**src/sv/prhc_pkg.sv**
```systemverilog
// Shared types and constants for the probabilistic-replacement hash cache.
package prhc_pkg;

	// Default parameter values
	localparam int TABLE_DEPTH_DEF   = 1024;
	localparam int KEY_MAX_BYTES_DEF = 8;
	localparam int DATA_BITS_DEF     = 64;

	// Fixed field widths
	localparam int HASH_W   = 64;
	localparam int KEY_IN_W = 64;
	localparam int LEN_W    = 4;
	localparam int WORD_IO_W = 64;
	localparam int RAND_W   = 32;
	localparam int PROB_W   = 32;
	localparam int ENT_W    = 11;
	localparam int CFG_W    = 32;
	localparam int CNT64_W  = 64;

	// Command codes
	localparam logic CMD_LOOKUP = 1'b0;
	localparam logic CMD_INSERT = 1'b1;

	// Register indexes
	localparam logic REG_REPLACE_PROB   = 1'b0;
	localparam logic REG_ENTRIES_IN_USE = 1'b1;

	typedef struct packed {
		logic                 cmd;
		logic [HASH_W-1:0]    hash_value;
		logic [KEY_IN_W-1:0]  key_bytes;
		logic [LEN_W-1:0]     key_len;
		logic [WORD_IO_W-1:0] payload;
		logic [RAND_W-1:0]    rand_word;
	} in_item_t;

	typedef struct packed {
		logic                 found;
		logic [WORD_IO_W-1:0] read_data;
		logic                 stored;
		logic [CNT64_W-1:0]   access_count;
		logic [CNT64_W-1:0]   hit_count;
	} out_item_t;

	// Status of the remainder unit
	typedef struct packed {
		logic busy;
		logic done;
	} mod_stat_t;

endpackage

```
**src/sv/prhc_mod_unit.sv**
```systemverilog
// Bit-serial remainder unit: 64-bit hash modulo the slot count.
module prhc_mod_unit #(
	parameter int TABLE_DEPTH = prhc_pkg::TABLE_DEPTH_DEF,
	parameter int CNT_W       = $clog2(TABLE_DEPTH + 1)
) (
	input  logic                        clk,
	input  logic                        arst_n,
	input  logic                        start,
	input  logic [prhc_pkg::HASH_W-1:0] dividend,
	input  logic [CNT_W-1:0]            divisor,
	output prhc_pkg::mod_stat_t         stat,
	output logic [CNT_W-1:0]            rem
);

	localparam int STEP_W = $clog2(prhc_pkg::HASH_W);

	logic [prhc_pkg::HASH_W-1:0] dvd_q;
	logic [CNT_W-1:0]            rem_q;
	logic [CNT_W-1:0]            div_q;
	logic [STEP_W-1:0]           step_q;
	logic                        busy_q;
	logic                        done_q;
	logic [CNT_W:0]              shifted;
	logic [CNT_W+1:0]            diff;

	// Shift in the next dividend bit and trial-subtract the divisor
	assign shifted = {rem_q, dvd_q[prhc_pkg::HASH_W-1]};
	assign diff    = {1'b0, shifted} - {2'b00, div_q};

	always_ff @(posedge clk or negedge arst_n) begin
		if (!arst_n) begin
			busy_q <= 1'b0;
			done_q <= 1'b0;
			step_q <= '0;
		end else begin
			done_q <= 1'b0;
			if (start) begin
				busy_q <= 1'b1;
				step_q <= '0;
			end else if (busy_q) begin
				step_q <= step_q + 1'b1;
				if (step_q == STEP_W'(prhc_pkg::HASH_W - 1)) begin
					busy_q <= 1'b0;
					done_q <= 1'b1;
				end
			end
		end
	end

	// Payload of the iteration
	always_ff @(posedge clk) begin
		if (start) begin
			dvd_q <= dividend;
			rem_q <= '0;
			div_q <= divisor;
		end else if (busy_q) begin
			dvd_q <= {dvd_q[prhc_pkg::HASH_W-2:0], 1'b0};
			rem_q <= diff[CNT_W+1] ? shifted[CNT_W-1:0] : diff[CNT_W-1:0];
		end
	end

	assign stat.busy = busy_q;
	assign stat.done = done_q;
	assign rem       = rem_q;

endmodule

```
**config.mk**
```make
export PLATFORM = sky130hd
export DESIGN_NAME = prhc_mod_unit
export DESIGN_NICKNAME = d
export VERILOG_FILES = /design/src/sv/prhc_pkg.sv /design/src/sv/prhc_mod_unit.sv
export SDC_FILE = /design/constraint.sdc
export NUM_CORES = 1
export LEC_CHECK = 0
export BUFFER_PORTS_ARGS = -buffer_cell sky130_fd_sc_hd__buf_2
export CORE_MARGIN = 4
export CORE_UTILIZATION = 54
export CTS_CLUSTER_SIZE = 40
export DETAILED_ROUTE_END_ITERATION = 7
export GPL_TIMING_DRIVEN = 0
export PLACE_DENSITY = 0.77
export SETUP_SLACK_MARGIN = 0.05
export SYNTH_ARGS = -nofsm -noshare
export SYNTH_HDL_FRONTEND = slang
export SYNTH_SLANG_ARGS = --single-unit
```
**constraint.sdc**
```tcl
create_clock -name clk -period 2.9 [get_ports clk]
set_clock_uncertainty 0.15 [all_clocks]
set_input_delay 0.58 -clock clk [delete_from_list [all_inputs] [get_ports clk]]
set_output_delay 0.58 -clock clk [all_outputs]
set_load 0.005 [all_outputs]
```
**Word level (Yosys, flattened, before mapping)**

Index checks and enable logic that the tools add are counted.

- Register bits after elaboration: 94
- Input port bits: 78
- Word-level logic and storage cells: 21

- Multiplexer cells: 11
- $add $sub $neg: 2
- Equality and inequality tests: 1
- Reduce and logical (&&, ||, !) cells: 1

Operators by type and width:

| kind | number |
|---|---|
| 2-to-1 mux 64 bit | 2 |
| subtractor 12 x 11 -> 13 bit | 1 |
| 2-to-1 mux 6 bit | 2 |
| 2-to-1 mux 11 bit | 1 |
| adder 6 x 1 -> 6 bit, second input constant | 1 |
| == test 6 bit, second input constant | 1 |
| 2-to-1 mux 1 bit | 6 |
| nonzero test 2 bit | 1 |

**Depth between registers and ports, before layout**

- Depth in word-level cells: 4
- Depth in mapped cells: 10
- Depth with buffers taken out: 9

**Worst setup path after synthesis**

No wires, ideal clock.

- Path type: input to register
- Start: in start
- End: reg dvd_q[0] (netlist bit), enable pin
- Data arrival time: 2.564 ns
- Buffers on the path: 2
- Library setup time: 0.418 ns
- Slack: -0.232 ns
- Data required time: 2.332 ns
- Stages: 4
- Path through: clkbuf_1 clkbuf_1 nor2_1 inv_1

- Cells in the longest elaborated chain, start to end: 1

Ends and longest elaborated chain:

| element | line | text |
|---|---|---|
| start: declaration | prhc_mod_unit.sv:8 | `input logic start,` |
| nonzero test 2 bit (no source line) | - |  |
| end signal: assignment | prhc_mod_unit.sv:53 | `dvd_q <= dividend;` |
| end signal: assignment | prhc_mod_unit.sv:57 | `dvd_q <= {dvd_q[prhc_pkg::HASH_W-2:0], 1'b0};` |
| end: declaration | prhc_mod_unit.sv:17 | `logic [prhc_pkg::HASH_W-1:0] dvd_q;` |

Every way passes these cells.
A chain may end at the register's enable or synchronous reset.

**Final worst setup path**

- Start: reg dvd_q[63] (netlist bit)
- End: reg rem_q[4] (netlist: rem[4])

- Cells in the longest elaborated chain, start to end: 2

Ends and longest elaborated chain:

| element | line | text |
|---|---|---|
| subtractor 12 x 11 -> 13 bit | prhc_mod_unit.sv:28 | `assign diff = {1'b0, shifted} - {2'b00, div_q};` |
| 2-to-1 mux 11 bit | prhc_mod_unit.sv:58 | `rem_q <= diff[CNT_W+1] ? shifted[CNT_W-1:0] : diff[CNT_W-1:0];` |
| end signal: assignment | prhc_mod_unit.sv:58 |  |
| end: declaration | prhc_mod_unit.sv:18 | `logic [CNT_W-1:0] rem_q;` |

Every way passes these cells.

==> impl_metrics.tcl <==
set metrics [dict create \
    status "finished clean" \
    synth_area_sq_mm 0.004379 \
    fin_setup_tns_ns 0 \
    vdd_drop_max_v 0.0003525 \
    hold_path_depth 1 \
    drt_pass1_iterations 4 \
    grt.overflow.total 0 \
    reg2reg_depth 9 \
    critPathTopFamily "simple AND/OR/NAND/NOR gates" \
    io_pins 91 \
    place_congestion 0.8654 \
    port_buffers 90 \
    hp-start "divisor[9]" \
    rr_startpoint "dvd_q[63]" \
    path_cells "inv_1 > ha_1 > fa_1 > nand2b_4 > a2111oi_4 > nor3_4 > and2_1 > or3_1 > a311oi_1" \
    htreeDepth 3 \
    synth_flop_cell "edfxtp_1" \
    path_buf_inv 1 \
    core_area_sq_mm 0.007807 \
    synthDistinctLibCells 43 \
    rows 32 \
    fillerInstances 585 \
    post-route-util 0.6654 \
    clkLatencyLatePin_ns 0.34 \
    min_to "div_q[9]" \
    vias_per_cell 5.441 \
    cpMaxStageDelayCell "fa_1" \
    fin_crit_sh 0.9380 \
    rrSetupSlack_ns 0.18 \
    rsz0062_at_grt "false" \
    grt_pass1_vias 2955 \
    cts_root_buffer "clkbuf_8" \
    synth_warnings 0 \
    p_leak_nw 2.146 \
    grt_first_pass_wirelength_um 14280 \
    ys_seq_elements 94 \
    final_common_cell "buf_2" \
    synthArstFlopShare 0.08511 \
    clk_path_buf_depth 2 \
    start_util 0.5609 \
    slew_headroom 0.5538 \
    r2r-end "rem[4]" \
    arrival_ns 2.83 \
    final_cell_mix "buf_2, edfxtp_1, mux2_2, clkbuf_1" \
    clkTransAtPathRegs_ns 0.09 \
    areaGrowthSynthToFinish_pct 18.63 \
    wl_per_cell_um 16.18 \
    die_area_sq_mm 0.009615 \
    place_area_sq_mm 0.004964 \
    critPathMaxFanout 8 \
    cts_sinks 94 \
    cp_slowest_stage_delay_ns 0.38 \
    synthesis.nets 404 \
    nets 508 \
    cts_tree "built" \
    drtAntennaViolNets 0 \
    post_route_cells_drive_above_1_share 0.4218 \
    setup_violations 0 \
    grt_max_degree 33 \
    yosysTopAreaCell "edfxtp_1" \
    yosys-top-cells-area "edfxtp_1, mux2_2, dfxtp_1" \
    drt_iter0_drc 95 \
    hold_viol_final 0 \
    max_freq_mhz 367.6 \
    path_class "flop to flop" \
    avgSynthCellArea_sq_um 13.99 \
    worst_pin_slew_ns 0.6679 \
    critPathRequiredTime_ns 3.01 \
    syn_inst 313 \
    period_minus_slack_ns 2.720 \
    start_kind "flop" \
    p_per_area_mw_per_mm2 667.9 \
    drt_wl_total_um 8478 \
    whs_ns 0.2521 \
    drv_slew 0 \
    hpwl_um 5990 \
    die_w_um 98.06 \
    antenna_cells 0 \
    grt.total_usage 0.1851 \
    drv_cap 0 \
    synth_edf_count 75 \
    numCtsBuffers 9 \
    cp-end-kind "flop" \
    drc_errors 0 \
    synth_seq_area_share 0.6103 \
    stdcell_area_sq_mm 0.005195 \
    synth.top_cell.area_share 0.5143 \
    dr_total_vias 2851 \
    hp-class "input port to flop" \
    antenna_found_initial 0 \
    die_y_um 98.06 \
]
==> metal layers <==
| layer | GRT usage | vias up | routed length [um] |
|---|---|---|---|
| met5 | 0 | - | 0 |
| met4 | 0.07135 | 0 | 151 |
| met3 | 0.04929 | 15 | 605 |
| met2 | 0.2937 | 90 | 4050 |
| met1 | 0.2441 | 1363 | 3671 |
| li1 | - | 1383 | - |
==> stage by stage <==
| stage | setup slack [ns] | instances | total power, mW |
|---|---|---|---|
| 2_1_floorplan | 0.1402 | 313 | 2.343 |
| 3_3_place_gp | -0.9174 | 505 | 2.581 |
| 3_5_place_dp | -0.9659 | 505 | 2.625 |
| 4_1_cts | 0.1092 | 523 | 3.477 |
| 5_1_grt | 0.06706 | 524 | 3.655 |
| 6_report | 0.1798 | 524 | 3.470 |
==> worst max-delay path by stage <==
stage | from | to | cells after the start
floorplan | start | dvd_q[0] | 4
global placement | start | dvd_q[29] | 5
detailed placement | start | dvd_q[37] | 5
CTS | dvd_q[63] | rem[4] | 9
global route | start | dvd_q[4] | 5
finish | dvd_q[63] | rem[4] | 9
==> synth_stat cells, types with 2 or more instances <==
cell type and number:
a211oi_1 5, a21o_1 2, a21oi_1 12, a311oi_1 2
a32oi_1 4, and2_1 3, buf_2 3, buf_4 2
clkbuf_1 11, dfrtp_1 8, dfxtp_1 11, edfxtp_1 75
ha_1 12, inv_1 14, mux2_2 63, mux2i_1 2
nand2_1 11, nand2b_1 9, nand3_1 5, nand4_1 5
nor2_1 14, nor3b_1 2, o21ai_0 9, o311ai_0 2
or3_1 3, xnor2_1 5, xor2_1 3
==> logic make-up after synthesis <==
logic type,share of synthesized area
mux,0.1666
simple gates,0.06914
buf+inv,0.02914
fa+ha+maj,0.03886
compound gates,0.07000
xor+xnor,0.01600
flops,0.6103
==> sequential cells by signal (all words and copies together), names as in the netlist <==
register and count:
busy_q 1, div_q 11, done_q 1, rem 11, dvd_q 64, step_q 6
==> worst register-to-register path: stages (launching register included) <==
cell	delay, ns
edfxtp_1	0.37
inv_1	0.05
ha_1	0.21
fa_1	0.38
nand2b_4	0.18
a2111oi_4	0.35
nor3_4	0.13
and2_1	0.19
or3_1	0.36
a311oi_1	0.27
==> what timing repair did <==
item	in CTS	in global routing
setup endpoints to repair	64	71
gates cloned	1	0
resized for setup	2	5
setup buffers	0	1
pin swaps	0	0
hold buffers	1	0
hold endpoints to repair	8	0
==> where the power goes <==
part | switching, mW | total [mW] | internal (mW)
Clock | 0.418 | 0.844 | 0.426
Combinational | 0.465 | 0.880 | 0.416
Sequential | 0.105 | 1.75 | 1.64
==> layout make-up <==
class	count	area, sq um	share of cell area
repair inverters	1	7.507	0.001445
clock buffers	15	156.4	0.03011
repair buffers	92	467.9	0.09008
clock inverters	1	30.03	0.005780
multi-input cells	188	1600	0.3080
well taps	102	127.6	0.02457
flip-flops and latches	94	2673	0.5145
inverters	14	56.30	0.01084
plain buffers	17	76.32	0.01469
(Power assumes the default switching activity.)
